### src/sv/mexp_pkg.sv
// package for the modular exponentiation core
// shared constants and the front-to-back word type; no dependencies
package mexp_pkg;

  localparam int unsigned VAL_W  = 31;
  localparam int unsigned CFG_W  = 32;
  localparam int unsigned IDX_W  = 1;

  localparam logic [IDX_W-1:0] REG_MODULUS  = 1'b0;
  localparam logic [IDX_W-1:0] REG_EXPONENT = 1'b1;

  // job word handed from front to back
  typedef struct packed {
    logic [VAL_W-1:0] value;
  } job_t;

endpackage

### src/sv/mexp_ram.sv
// generic single-port-write ram with registered read
// no dependencies
module mexp_ram #(
  parameter int WIDTH = 8,
  parameter int DEPTH = 4
) (
  input  logic                     clk,
  input  logic                     we,
  input  logic [$clog2(DEPTH)-1:0] waddr,
  input  logic [WIDTH-1:0]         wdata,
  input  logic [$clog2(DEPTH)-1:0] raddr,
  output logic [WIDTH-1:0]         rdata
);
  logic [WIDTH-1:0] mem [DEPTH];

  always_ff @(posedge clk) begin
    if (we) begin
      mem[waddr] <= wdata;
    end
    rdata <= mem[raddr];
  end
endmodule

### src/sv/mexp_front.sv
// front part: takes input words into a short queue toward the back part
// depends on mexp_pkg and mexp_ram
module mexp_front (
  input  logic           clk,
  input  logic           rst_n,
  input  logic           push,
  input  logic [30:0]    value,
  output logic           full,
  input  logic           take,
  output logic           job_vld,
  output mexp_pkg::job_t job
);
  import mexp_pkg::*;

  // 4-deep queue; output word registered via ram read, prefetched into a head reg
  logic [1:0] wp_r, wp_nxt, rp_r, rp_nxt;
  logic [2:0] cnt_r, cnt_nxt;
  logic       hv_r, hv_nxt;
  logic       rd_pend_r, rd_pend_nxt;
  logic [VAL_W-1:0] rdata;
  job_t       head_r, head_nxt;
  logic       wr, rd;

  assign full = (cnt_r == 3'd4);
  assign wr   = push && !full;
  // fetch a word when head is free (or freeing) and none in flight
  assign rd   = (cnt_r != 3'd0) && !rd_pend_r && (!hv_r || take);

  mexp_ram #(.WIDTH(VAL_W), .DEPTH(4)) u_q (
    .clk(clk), .we(wr), .waddr(wp_r), .wdata(value), .raddr(rp_r), .rdata(rdata)
  );

  always_comb begin
    wp_nxt = wr ? wp_r + 2'd1 : wp_r;
    rp_nxt = rd ? rp_r + 2'd1 : rp_r;
    cnt_nxt = cnt_r + {2'b0, wr} - {2'b0, rd};
    rd_pend_nxt = rd;
    hv_nxt = hv_r && !take;
    head_nxt = head_r;
    if (rd_pend_r) begin
      hv_nxt = 1'b1;
      head_nxt.value = rdata;
    end
  end

  always_ff @(posedge clk) begin
    if (!rst_n) begin
      wp_r <= '0; rp_r <= '0; cnt_r <= '0; hv_r <= 1'b0; rd_pend_r <= 1'b0;
    end else begin
      wp_r <= wp_nxt; rp_r <= rp_nxt; cnt_r <= cnt_nxt; hv_r <= hv_nxt;
      rd_pend_r <= rd_pend_nxt;
    end
    head_r <= head_nxt;
  end

  assign job_vld = hv_r;
  assign job     = head_r;
endmodule

### src/sv/mexp_back.sv
// back part: square and multiply with a bit-serial modular multiplier
// depends on mexp_pkg
module mexp_back #(
  parameter int MOD_BITS = 31,
  parameter int EXP_BITS = 32
) (
  input  logic                clk,
  input  logic                rst_n,
  input  logic                job_vld,
  input  mexp_pkg::job_t      job,
  output logic                take,
  input  logic [MOD_BITS-1:0] modulus,
  input  logic [EXP_BITS-1:0] exponent,
  output logic                res_vld,
  output logic [30:0]         res,
  input  logic                res_pop
);
  import mexp_pkg::*;

  localparam int EB = (EXP_BITS > 1) ? $clog2(EXP_BITS) : 1;
  localparam int MB = $clog2(MOD_BITS + 1);
  localparam int VB = $clog2(VAL_W + 1);

  localparam logic [2:0] S_IDLE = 3'd0, S_RED = 3'd1, S_SQ = 3'd2, S_MUL = 3'd3,
                         S_MM = 3'd4, S_OUT = 3'd5;

  logic [2:0]          st_r, st_nxt, ret_r, ret_nxt;
  logic [MOD_BITS-1:0] base_r, base_nxt, acc_r, acc_nxt;
  logic [MOD_BITS-1:0] ma_r, ma_nxt, mb_r, mb_nxt;
  logic [MOD_BITS:0]   p_r, p_nxt;       // running partial, < modulus
  logic [VAL_W-1:0]    v_r, v_nxt;
  logic [VB-1:0]       vi_r, vi_nxt;
  logic [MB-1:0]       mi_r, mi_nxt;
  logic [EB-1:0]       bi_r, bi_nxt;
  logic [30:0]         res_r, res_nxt;
  logic [MOD_BITS+1:0] dbl, add, t;
  logic [MOD_BITS+1:0] sh, shr;

  // one step of horner: p = 2p (+b) mod m, two conditional subtracts
  always_comb begin
    dbl = {1'b0, p_r} << 1;
    if (dbl >= {2'b0, modulus}) dbl = dbl - {2'b0, modulus};
    add = dbl + (ma_r[mi_r[MB-1:0]] ? {2'b0, mb_r} : '0);
    t   = (add >= {2'b0, modulus}) ? add - {2'b0, modulus} : add;
  end

  // one step of the input reduction: p = 2p + next value bit, mod m
  assign sh  = {p_r, v_r[vi_r[$clog2(VAL_W)-1:0]]};
  assign shr = (sh >= {2'b0, modulus}) ? sh - {2'b0, modulus} : sh;

  assign take = (st_r == S_IDLE) && job_vld && !res_vld;

  always_comb begin
    st_nxt = st_r; ret_nxt = ret_r; base_nxt = base_r; acc_nxt = acc_r;
    ma_nxt = ma_r; mb_nxt = mb_r; p_nxt = p_r; v_nxt = v_r; vi_nxt = vi_r;
    mi_nxt = mi_r; bi_nxt = bi_r; res_nxt = res_r;
    unique case (st_r)
      S_IDLE: begin
        if (take) begin
          if (exponent == '0) begin
            res_nxt = 31'd1; st_nxt = S_OUT;
          end else if (modulus == '0) begin
            res_nxt = '0; st_nxt = S_OUT;
          end else begin
            v_nxt = job.value; vi_nxt = VB'(VAL_W - 1); p_nxt = '0; st_nxt = S_RED;
          end
        end
      end
      S_RED: begin
        // bit-serial reduction of the input value
        p_nxt = shr[MOD_BITS:0];
        if (vi_r == '0) begin
          base_nxt = shr[MOD_BITS-1:0];
          acc_nxt  = (modulus == MOD_BITS'(1)) ? '0 : MOD_BITS'(1);
          bi_nxt   = EB'(EXP_BITS - 1);
          st_nxt   = S_SQ;
        end else begin
          vi_nxt = vi_r - VB'(1);
        end
      end
      S_SQ: begin
        ma_nxt = acc_r; mb_nxt = acc_r; p_nxt = '0; mi_nxt = MB'(MOD_BITS - 1);
        ret_nxt = S_MUL; st_nxt = S_MM;
      end
      S_MUL: begin
        if (exponent[bi_r]) begin
          ma_nxt = acc_r; mb_nxt = base_r; p_nxt = '0; mi_nxt = MB'(MOD_BITS - 1);
          ret_nxt = S_IDLE; st_nxt = S_MM;   // ret idle marks next-bit step
        end else if (bi_r == '0) begin
          res_nxt = 31'(acc_r); st_nxt = S_OUT;
        end else begin
          bi_nxt = bi_r - EB'(1); st_nxt = S_SQ;
        end
      end
      S_MM: begin
        p_nxt = t[MOD_BITS:0];
        if (mi_r == '0) begin
          acc_nxt = MOD_BITS'(t);
          if (ret_r == S_MUL) begin
            st_nxt = S_MUL;
          end else if (bi_r == '0) begin
            res_nxt = 31'(t); st_nxt = S_OUT;
          end else begin
            bi_nxt = bi_r - EB'(1); st_nxt = S_SQ;
          end
        end else begin
          mi_nxt = mi_r - MB'(1);
        end
      end
      S_OUT: begin
        if (res_pop) st_nxt = S_IDLE;
      end
      default: st_nxt = S_IDLE;
    endcase
  end

  always_ff @(posedge clk) begin
    if (!rst_n) begin
      st_r <= S_IDLE;
    end else begin
      st_r <= st_nxt;
    end
    ret_r <= ret_nxt; base_r <= base_nxt; acc_r <= acc_nxt; ma_r <= ma_nxt;
    mb_r <= mb_nxt; p_r <= p_nxt; v_r <= v_nxt; vi_r <= vi_nxt; mi_r <= mi_nxt;
    bi_r <= bi_nxt; res_r <= res_nxt;
  end

  assign res_vld = (st_r == S_OUT);
  assign res     = res_r;
endmodule

### src/sv/modular_exponentiation_core.sv
// top level of the modular exponentiation core
// depends on mexp_pkg, mexp_front, mexp_back
// Computes value^exponent mod modulus by left-to-right square and multiply.
// Input words enter a 4-deep queue (front) and are served one at a time by
// the back part, whose bit-serial modular multiplier is shared by the square
// and the multiply. An item first has its input value reduced bit by bit,
// then gets, per exponent bit, a square and the bit test, plus a multiply
// when the bit is set; every exponent bit is scanned. Exponent zero gives 1
// at once. The result is held until popped; the next word waits in the
// queue meanwhile. Configure only while idle.
module modular_exponentiation_core #(
  parameter int MOD_BITS = 31,
  parameter int EXP_BITS = 32
) (
  input  logic        clk,
  input  logic        rst_n,
  input  logic        in_push,
  output logic        in_full,
  input  logic [30:0] in_value,
  output logic        out_empty,
  input  logic        out_pop,
  output logic [30:0] out_power,
  input  logic        cfg_we,
  input  logic [mexp_pkg::IDX_W-1:0] cfg_idx,
  input  logic [31:0] cfg_wdata
);
  import mexp_pkg::*;

  logic [MOD_BITS-1:0] mod_r;
  logic [EXP_BITS-1:0] exp_r;
  logic job_vld, take, res_vld;
  job_t job;

  // configuration registers
  always_ff @(posedge clk) begin
    if (!rst_n) begin
      mod_r <= MOD_BITS'(1);
      exp_r <= EXP_BITS'(1);
    end else if (cfg_we) begin
      unique case (cfg_idx)
        REG_MODULUS:  mod_r <= cfg_wdata[MOD_BITS-1:0];
        REG_EXPONENT: exp_r <= cfg_wdata[EXP_BITS-1:0];
        default: ;
      endcase
    end
  end

  mexp_front u_front (
    .clk(clk), .rst_n(rst_n), .push(in_push), .value(in_value), .full(in_full),
    .take(take), .job_vld(job_vld), .job(job)
  );

  mexp_back #(.MOD_BITS(MOD_BITS), .EXP_BITS(EXP_BITS)) u_back (
    .clk(clk), .rst_n(rst_n), .job_vld(job_vld), .job(job), .take(take),
    .modulus(mod_r), .exponent(exp_r), .res_vld(res_vld), .res(out_power),
    .res_pop(out_pop)
  );

  assign out_empty = !res_vld;
endmodule

### config.mk
export PLATFORM = sky130hd
export DESIGN_NAME = modular_exponentiation_core
export DESIGN_NICKNAME = d
export VERILOG_FILES = /design/src/sv/mexp_pkg.sv /design/src/sv/mexp_ram.sv /design/src/sv/mexp_front.sv /design/src/sv/mexp_back.sv /design/src/sv/modular_exponentiation_core.sv
export SDC_FILE = /design/constraint.sdc
export NUM_CORES = 1
export LEC_CHECK = 0
export ABC_AREA = 1
export BUFFER_PORTS_ARGS = -buffer_cell sky130_fd_sc_hd__buf_2
export CAP_MARGIN = 20
export CORE_AREA = 3 3 261 263
export DETAILED_ROUTE_END_ITERATION = 16
export DIE_AREA = 0 0 264 266
export REMOVE_ABC_BUFFERS = 1
export SLEW_MARGIN = 10
export SYNTH_ARGS = -nofsm -noshare
export SYNTH_HDL_FRONTEND = slang
export SYNTH_SLANG_ARGS = --single-unit
### constraint.sdc
create_clock -name clk -period 6.5 [get_ports clk]
set_input_delay 1.3 -clock clk [delete_from_list [all_inputs] [get_ports clk]]
set_output_delay 1.3 -clock clk [all_outputs]
set_load 0.01 [all_outputs]
# Word level (Yosys, flattened, before mapping)
# Memories as Yosys holds them, arrays and structs flattened. A register that Yosys moved wholly into a read port is not among the register bits.
# Index checks and enable logic that the tools add are counted.
word_totals:
  out_inout_bits: 33
  register_bits: 342
  inputBits: 69
  ram_bits: 124
  word_cells: 162
  n_memories: 1
op_classes:
  muxes: 61
  bitwise_logic: 3
  eq_ne: 22
  addsub: 11
  order_cmp: 6
  reduce_logical: 38
mem_list:
  columns: ["name", "depth", "width", "rd", "rd_clocked_by_memory_dff", "wr", "line_no", "text"]
  rows:
  - ["u_front.u_q.mem", 4, 31, 1, 1, 1, "mexp_ram.sv:14", "logic [WIDTH-1:0] mem [DEPTH];"]
op_table:
  columns: ["operator", "n"]
  rows:
  - ["two-way mux 31 bit", 13]
  - ["two-way mux 32 bit", 6]
  - ["case mux 31 bit (2 select lines)", 3]
  - ["case mux 32 bit (5 select lines)", 1]
  - ["greater-or-equal comparator 33 x 31 -> 1 bit", 3]
  - ["case mux 31 bit (3 select lines)", 1]
  - ["subtractor 32 x 31 -> 32 bit", 2]
  - ["two-way mux 5 bit", 11]
  - ["adder 33 x 31 -> 33 bit", 1]
  - ["two-way mux 33 bit", 1]
  - ["subtractor 33 x 31 -> 33 bit", 1]
  - ["logical NOT 32 bit", 1]
  - ["== test 31 x 1 -> 1 bit (second input constant)", 1]
  - ["logical NOT 31 bit", 1]
  - ["two-way mux 3 bit", 10]
  - ["case mux 5 bit (3 select lines)", 2]
  - ["< comparator 5 x 6 -> 1 bit (second input constant)", 3]
  - ["case mux 3 bit (6 select lines)", 1]
  - ["!= test 2 bit (second input constant)", 8]
  - ["binary-select mux 1 bit (select 5 bit)", 3]
  - ["logical NOT 5 bit", 3]
  - ["AND reduction 5 bit", 3]
  - ["subtractor 5 x 1 -> 5 bit (second input constant)", 3]
  - ["nonzero test 3 bit", 4]
  - ["22 further kinds", 55]

# Depth between registers and ports, before layout
depth:
  word_depth: 10
  ltp_mapped: 46
  ltp_nobuf: 43

# By module
# A second synthesis with hierarchy kept.
unflattened:
  hier_cells: 3259
  area_unflattened_um2: 27511.4
by_module_without_submodules:
  columns: ["module", "area_per_inst_um2", "cells_each", "n_inst", "seq_area_each_um2"]
  rows:
  - ["mexp_back", 17765.8, 2303, 1, 7086.8]
  - ["mexp_ram", 5895.7, 524, 1, 4344.2]
  - ["modular_exponentiation_core", 2438.6, 341, 1, 1261.2]
  - ["mexp_front", 1411.4, 91, 1, 1111.1]

# Least setup slack after synthesis
# Ideal clock, no wire load.
synth_path:
  kind: "flip-flop to flip-flop"
  from: "reg mod_r[1]"
  to: "reg u_back.p_r[28], data pin"
  n_path_buf: 2
  slack_ns: 0.828
  stages_incl_launch_ff: 42
  t_arrival_ns: 5.417
  setup_ns: 0.255
  path_cell_list: "dfxtp_1 > inv_1 > ha_1 > nand2_1 > nor2_2 > nand2_1 > nor2_4 > nand3_1 > nand2_1 > nand3b_4 > clkbuf_1 > nand2_1 > inv_1 > ha_1 > inv_1 > fa_1 > o21ai_0 > nand2_1 > [6 not listed] > nand2_1 > nand2_1 > nand2_1 > inv_1 > ha_1 > a21oi_1 > inv_1 > a31oi_1 > o21ai_0 > a21oi_1 > nand2_1 > nand2_1 > nand2_1 > nor2_4 > buf_2 > nand4_1 > nand3_2 > nand2_1"
synth_between:
  elab_chain_len: 6
  elab_cells_between_ends: 11
synth_lines:
  columns: ["element", "line_no", "text"]
  rows:
  - ["from (decl)", "modular_exponentiation_core.sv:29", "logic [MOD_BITS-1:0] mod_r;"]
  - ["from (signal assigned)", "modular_exponentiation_core.sv:41", "REG_MODULUS: mod_r <= cfg_wdata[MOD_BITS-1:0];"]
  - ["subtractor 33 x 31 -> 33 bit / greater-or-equal comparator 33 x 31 -> 1 bit (equally long branches)", "mexp_back.sv:42", "if (dbl >= {2'b0, modulus}) dbl = dbl - {2'b0, modulus};"]
  - ["two-way mux 33 bit", "mexp_back.sv:42", null]
  - ["adder 33 x 31 -> 33 bit", "mexp_back.sv:43", "add = dbl + (ma_r[mi_r[MB-1:0]] ? {2'b0, mb_r} : '0);"]
  - ["subtractor 32 x 31 -> 32 bit / greater-or-equal comparator 33 x 31 -> 1 bit (equally long branches)", "mexp_back.sv:44", "t = (add >= {2'b0, modulus}) ? add - {2'b0, modulus} : add;"]
  - ["two-way mux 32 bit", "mexp_back.sv:44", null]
  - ["case mux 32 bit (5 select lines) (*)", "mexp_back.sv:57", "unique case (st_r)"]
  - ["net u_back.p_nxt[28]", "mexp_back.sv:30", "logic [MOD_BITS:0] p_r, p_nxt;"]
  - ["to (signal assigned)", "mexp_back.sv:124", "mb_r <= mb_nxt; p_r <= p_nxt; v_r <= v_nxt; vi_r <= vi_nxt; mi_r <= mi_nxt;"]
  - ["to (decl)", "mexp_back.sv:30", null]
# The timed path passes the listed nets; every way through them passes the cells marked *.
# A chain may end at the register's enable or synchronous reset.

# Worst setup path after layout
layout_path:
  from: "reg u_back.p_r[23]"
  to: "reg u_back.res_r[20], in the netlist u_back.res[20], data pin"
layout_between:
  elab_chain_len: 9
  elab_cells_between_ends: 11
layout_lines:
  columns: ["element", "line_no", "text"]
  rows:
  - ["subtractor 33 x 31 -> 33 bit / greater-or-equal comparator 33 x 31 -> 1 bit (equally long branches)", "mexp_back.sv:42", null]
  - ["two-way mux 33 bit (*)", "mexp_back.sv:42", null]
  - ["adder 33 x 31 -> 33 bit (*)", "mexp_back.sv:43", null]
  - ["greater-or-equal comparator 33 x 31 -> 1 bit / subtractor 32 x 31 -> 32 bit (equally long branches)", "mexp_back.sv:44", null]
  - ["two-way mux 32 bit (*)", "mexp_back.sv:44", null]
  - ["two-way mux 31 bit (*)", "mexp_back.sv:101", "end else if (bi_r == '0) begin"]
  - ["two-way mux 31 bit (*)", "mexp_back.sv:99", "if (ret_r == S_MUL) begin"]
  - ["two-way mux 31 bit (*)", "mexp_back.sv:97", "if (mi_r == '0) begin"]
  - ["case mux 31 bit (3 select lines) (*)", "mexp_back.sv:57", null]
  - ["net u_back.res_nxt[20]", "mexp_back.sv:35", "logic [30:0] res_r, res_nxt;"]
  - ["to (signal assigned)", "mexp_back.sv:125", "bi_r <= bi_nxt; res_r <= res_nxt;"]
  - ["to (decl)", "mexp_back.sv:35", null]
# The timed path passes the listed nets; every way through them passes the cells marked *. The select of a mux whose other input is x is not followed.

==> impl_results.md <==
- Outcome: complete, no violations
- DRT antenna net count: 0
- CP Data Required Time: 6.85 ns
- R2R Setup Slk: 0.34 ns
- CTS Buf Count: 53
- Post-synth EDFFs: 389
- Initial antenna violation count: 0
- Worst hold start: u_front.u_q.rdata[0]$_DFF_P_
- Reg2reg end: u_back.res[20]$_DFFE_PP_
- DR vias/cell: 5.22
- Worst Hold Depth: 0
- Synthesized flop and latch total: between 400 and 500
- Clock H-tree levels: 2
- Grt ovf: 0
- I/O pins: 102
- Final-layout fill cell count: 6391
- GRT Util Overall: 22.9%
- Starting Density: 40.1%
- HPWL after DPL: 62200 um
- Gp weighted congestion: 1.00
- R2R cell count: 41
- Worst setup SP type: flop
- Commonest non-fill, non-tap cells in the layout: 665 x nand2_1, 389 x edfxtp_1, 347 x nor2_1, 314 x inv_1, 282 x o21ai_0
- Num rows: 94
- Worst EP arrival: about 6.5 ns
- CP max stage delay: about 0.50 ns
- Worst-path clk slew: 0.06 ns
- Register area share after synthesis: 52.3%
- DR vias: ~22000
- CTS tree: built
- Area of the mapped netlist: ~26000 um2
- Mapped Cells: 3001
- Achievable Freq: 162 MHz
- Ant diodes: 0
- Placed Area: 29100 um2
- Most common cell after layout, fill and taps aside: nand2_1
- Share of cells above drive strength 1: approximately 16%
- Port Buffers: 101
- Drt drc: 0
- First-pass GRT wire length: ~120000 um
- Mean Syn Cell Area: 8.80 um2
- Minimum clock period: roughly 6.2 ns
- Top FF cell, synth: edfxtp_1
- Core area: 65900 um2
- Crit-path max FO: 9
- Worst path slowest cell: edfxtp_1
- Die Y-Extent: between 200 and 300 um
- Pin count of the biggest net entering global routing: 71
- Synth unique cells: 52
- Warnings, synthesis: 0
- Clk buf depth: 3
- Insertion delay to the later sink of the worst-skew pair: 0.63 ns
- Vias in the first global route: 20900
- Final layout net count: 3431
- Fin area: 31500 um2
- Hold EP: u_front.job[0]$_DFFE_PP_
- Routed WL: 82200 um
- Clock root buffer: clkbuf_16
- DRT Pass-1 Iters: 5
- Starting DRT DRC Count: 1734
- Max Cap Violations: 0
- Worst slew margin: 30.0%
- CTS sink count: between 400 and 500
- Final setup viols: 0
- Final Max Slew Viols: 0
- Endpoints failing hold: 0
- Clock skew: 0.0477 ns
- Die area: 70200 um2
- Final period utilization: a little over nine tenths
- Hold slack: 0.366 ns
- Synth async-reset ratio: 0%
- Crit. End Element: flop
- CP Class: flop to flop
- Worst Max-Slew Pin Slew: 1.05 ns
- Min-delay worst type: flop to flop
- Most used cell, CP: nand2_1
- Area added between synthesis and finish: 19.2%
- Post-DR wirelength/cell: 19.8 um
- Die Wd: 264 um
- Reg2reg start: u_back.p_r[23]$_DFFE_PP_
-- layer usage --
| metal | wire (um) | GRT usage (%) | part of all wire (%) | vias to the layer above |
|---|---|---|---|---|
| met5 | 0 | 0 | 0 | - |
| met4 | 2330 | 6.40 | 2.8 | 0 |
| met3 | 4910 | 3.08 | 6.0 | 122 |
| met2 | 38300 | 37.9 | 47 | 651 |
| met1 | 36700 | 31.7 | 45 | 10300 |
| li1 | - | - | - | 10600 |
-- state kept, by name (all words and copies together) (netlist names), 31 cells and up --
signal and cells:
exp_r 32, mod_r 31, u_back.acc_r 31, u_back.base_r 31, u_back.ma_r 31, u_back.mb_r 31
u_back.p_r 32, u_back.res 31, u_back.v_r 31, u_front.job 31, u_front.u_q.mem 124, u_front.u_q.rdata 31
-- layout make-up --
| class | count | area, um2 | area share, % |
|---|---|---|---|
| Clock buffer | 60 | 1360 | 4.33 |
| Clock inverter | 38 | 397 | 1.26 |
| Inverter | 335 | 1260 | 4.00 |
| Multi-Input combinational cell | 2075 | 11500 | 36.6 |
| Sequential cell | 495 | 13800 | 43.9 |
| Tap cell | 864 | 1080 | 3.44 |
| Timing Repair Buffer | 293 | 2040 | 6.48 |
-- critical path, delay by kind of cell, from the launching register on --
family,cells,cell delay (ns)
AND/OR/NAND/NOR,25,2.61
buffers and inverters,7,0.73
flip-flops,1,0.50
adder cells (fa/ha/maj),4,1.21
AO/OA/AOI/OAI,5,0.81
-- cell families after synthesis --
logic type | count (synthesis) | synth area share [%]
buffers and inverters | 431 | 6.29
muxes | 17 | 0.706
AOI/OAI and AO/OA | 570 | 11.8
and+or+nand+nor | 1269 | 19.9
DFF | 495 | 52.3
adders and majority gates | 109 | 5.31
xor gates and xnor gates | 110 | 3.65
-- repair_timing --
| action | in CTS | in global routing |
|---|---|---|
| endpoints found under the setup margin | 0 | 94 |
| setup buffers | 0 | 8 |
| gates resized for setup | 0 | 116 |
| hold buffers | 0 | 0 |
-- worst max path at each step --
stage	endpoint	slack, ns	startpoint
detailed placement	u_back.p_r[30]$_DFFE_PP_	0.05	u_back.p_r[15]$_DFFE_PP_
finish	u_back.res[20]$_DFFE_PP_	0.34	u_back.p_r[23]$_DFFE_PP_
global route	u_back.res[1]$_DFFE_PP_	-0.03	u_back.p_r[7]$_DFFE_PP_
floorplan	u_back.res[0]$_DFFE_PP_	-0.72	u_back.st_r[2]$_SDFFE_PN0P_
global placement	u_back.res[12]$_DFFE_PP_	0.12	mod_r[1]$_SDFFE_PN0P_
CTS	u_back.p_r[30]$_DFFE_PP_	0.008	u_back.p_r[15]$_DFFE_PP_
-- metrics by stage --
| stage | utilization, % | std cells | worst slack, ns | setup TNS, ns |
|---|---|---|---|---|
| global route | 47.8 | 4160 | -0.0277 | -0.476 |
| floorplan | - | 2905 | -0.717 | -40.53 |
| finish | 47.8 | 4160 | 0.336 | 0 |
| global placement | 44.1 | 4053 | 0.124 | 0 |
| detailed placement | 44.2 | 4054 | 0.0481 | 0 |
| CTS | 46.8 | 4152 | 0.00848 | 0 |
-- cells in the mapped netlist, types with 15 or more instances --
| master | n | share of area (%) |
|---|---|---|
| nand2_1 | 678 | 9.6 |
| edfxtp_1 | 389 | 44 |
| nor2_1 | 362 | 5.1 |
| inv_1 | 319 | 4.5 |
| o21ai_0 | 286 | 5.4 |
| a21oi_1 | 156 | 3.0 |
| dfxtp_1 | 106 | 8.0 |
| ha_1 | 104 | 4.9 |
| nand3_1 | 95 | 1.8 |
| clkbuf_1 | 74 | 1.1 |
| xor2_1 | 63 | 2.1 |
| nand4_1 | 48 | 1.1 |
| xnor2_1 | 47 | 1.6 |
| o22ai_1 | 46 | 1.1 |
| nor3_1 | 25 | 0.47 |
| nor4_1 | 19 | 0.45 |
| o21bai_1 | 15 | 0.43 |
Power is left out: the tool's default activity adds up to more than one toggle a clock period on the data nets, which glitch-free logic cannot reach.
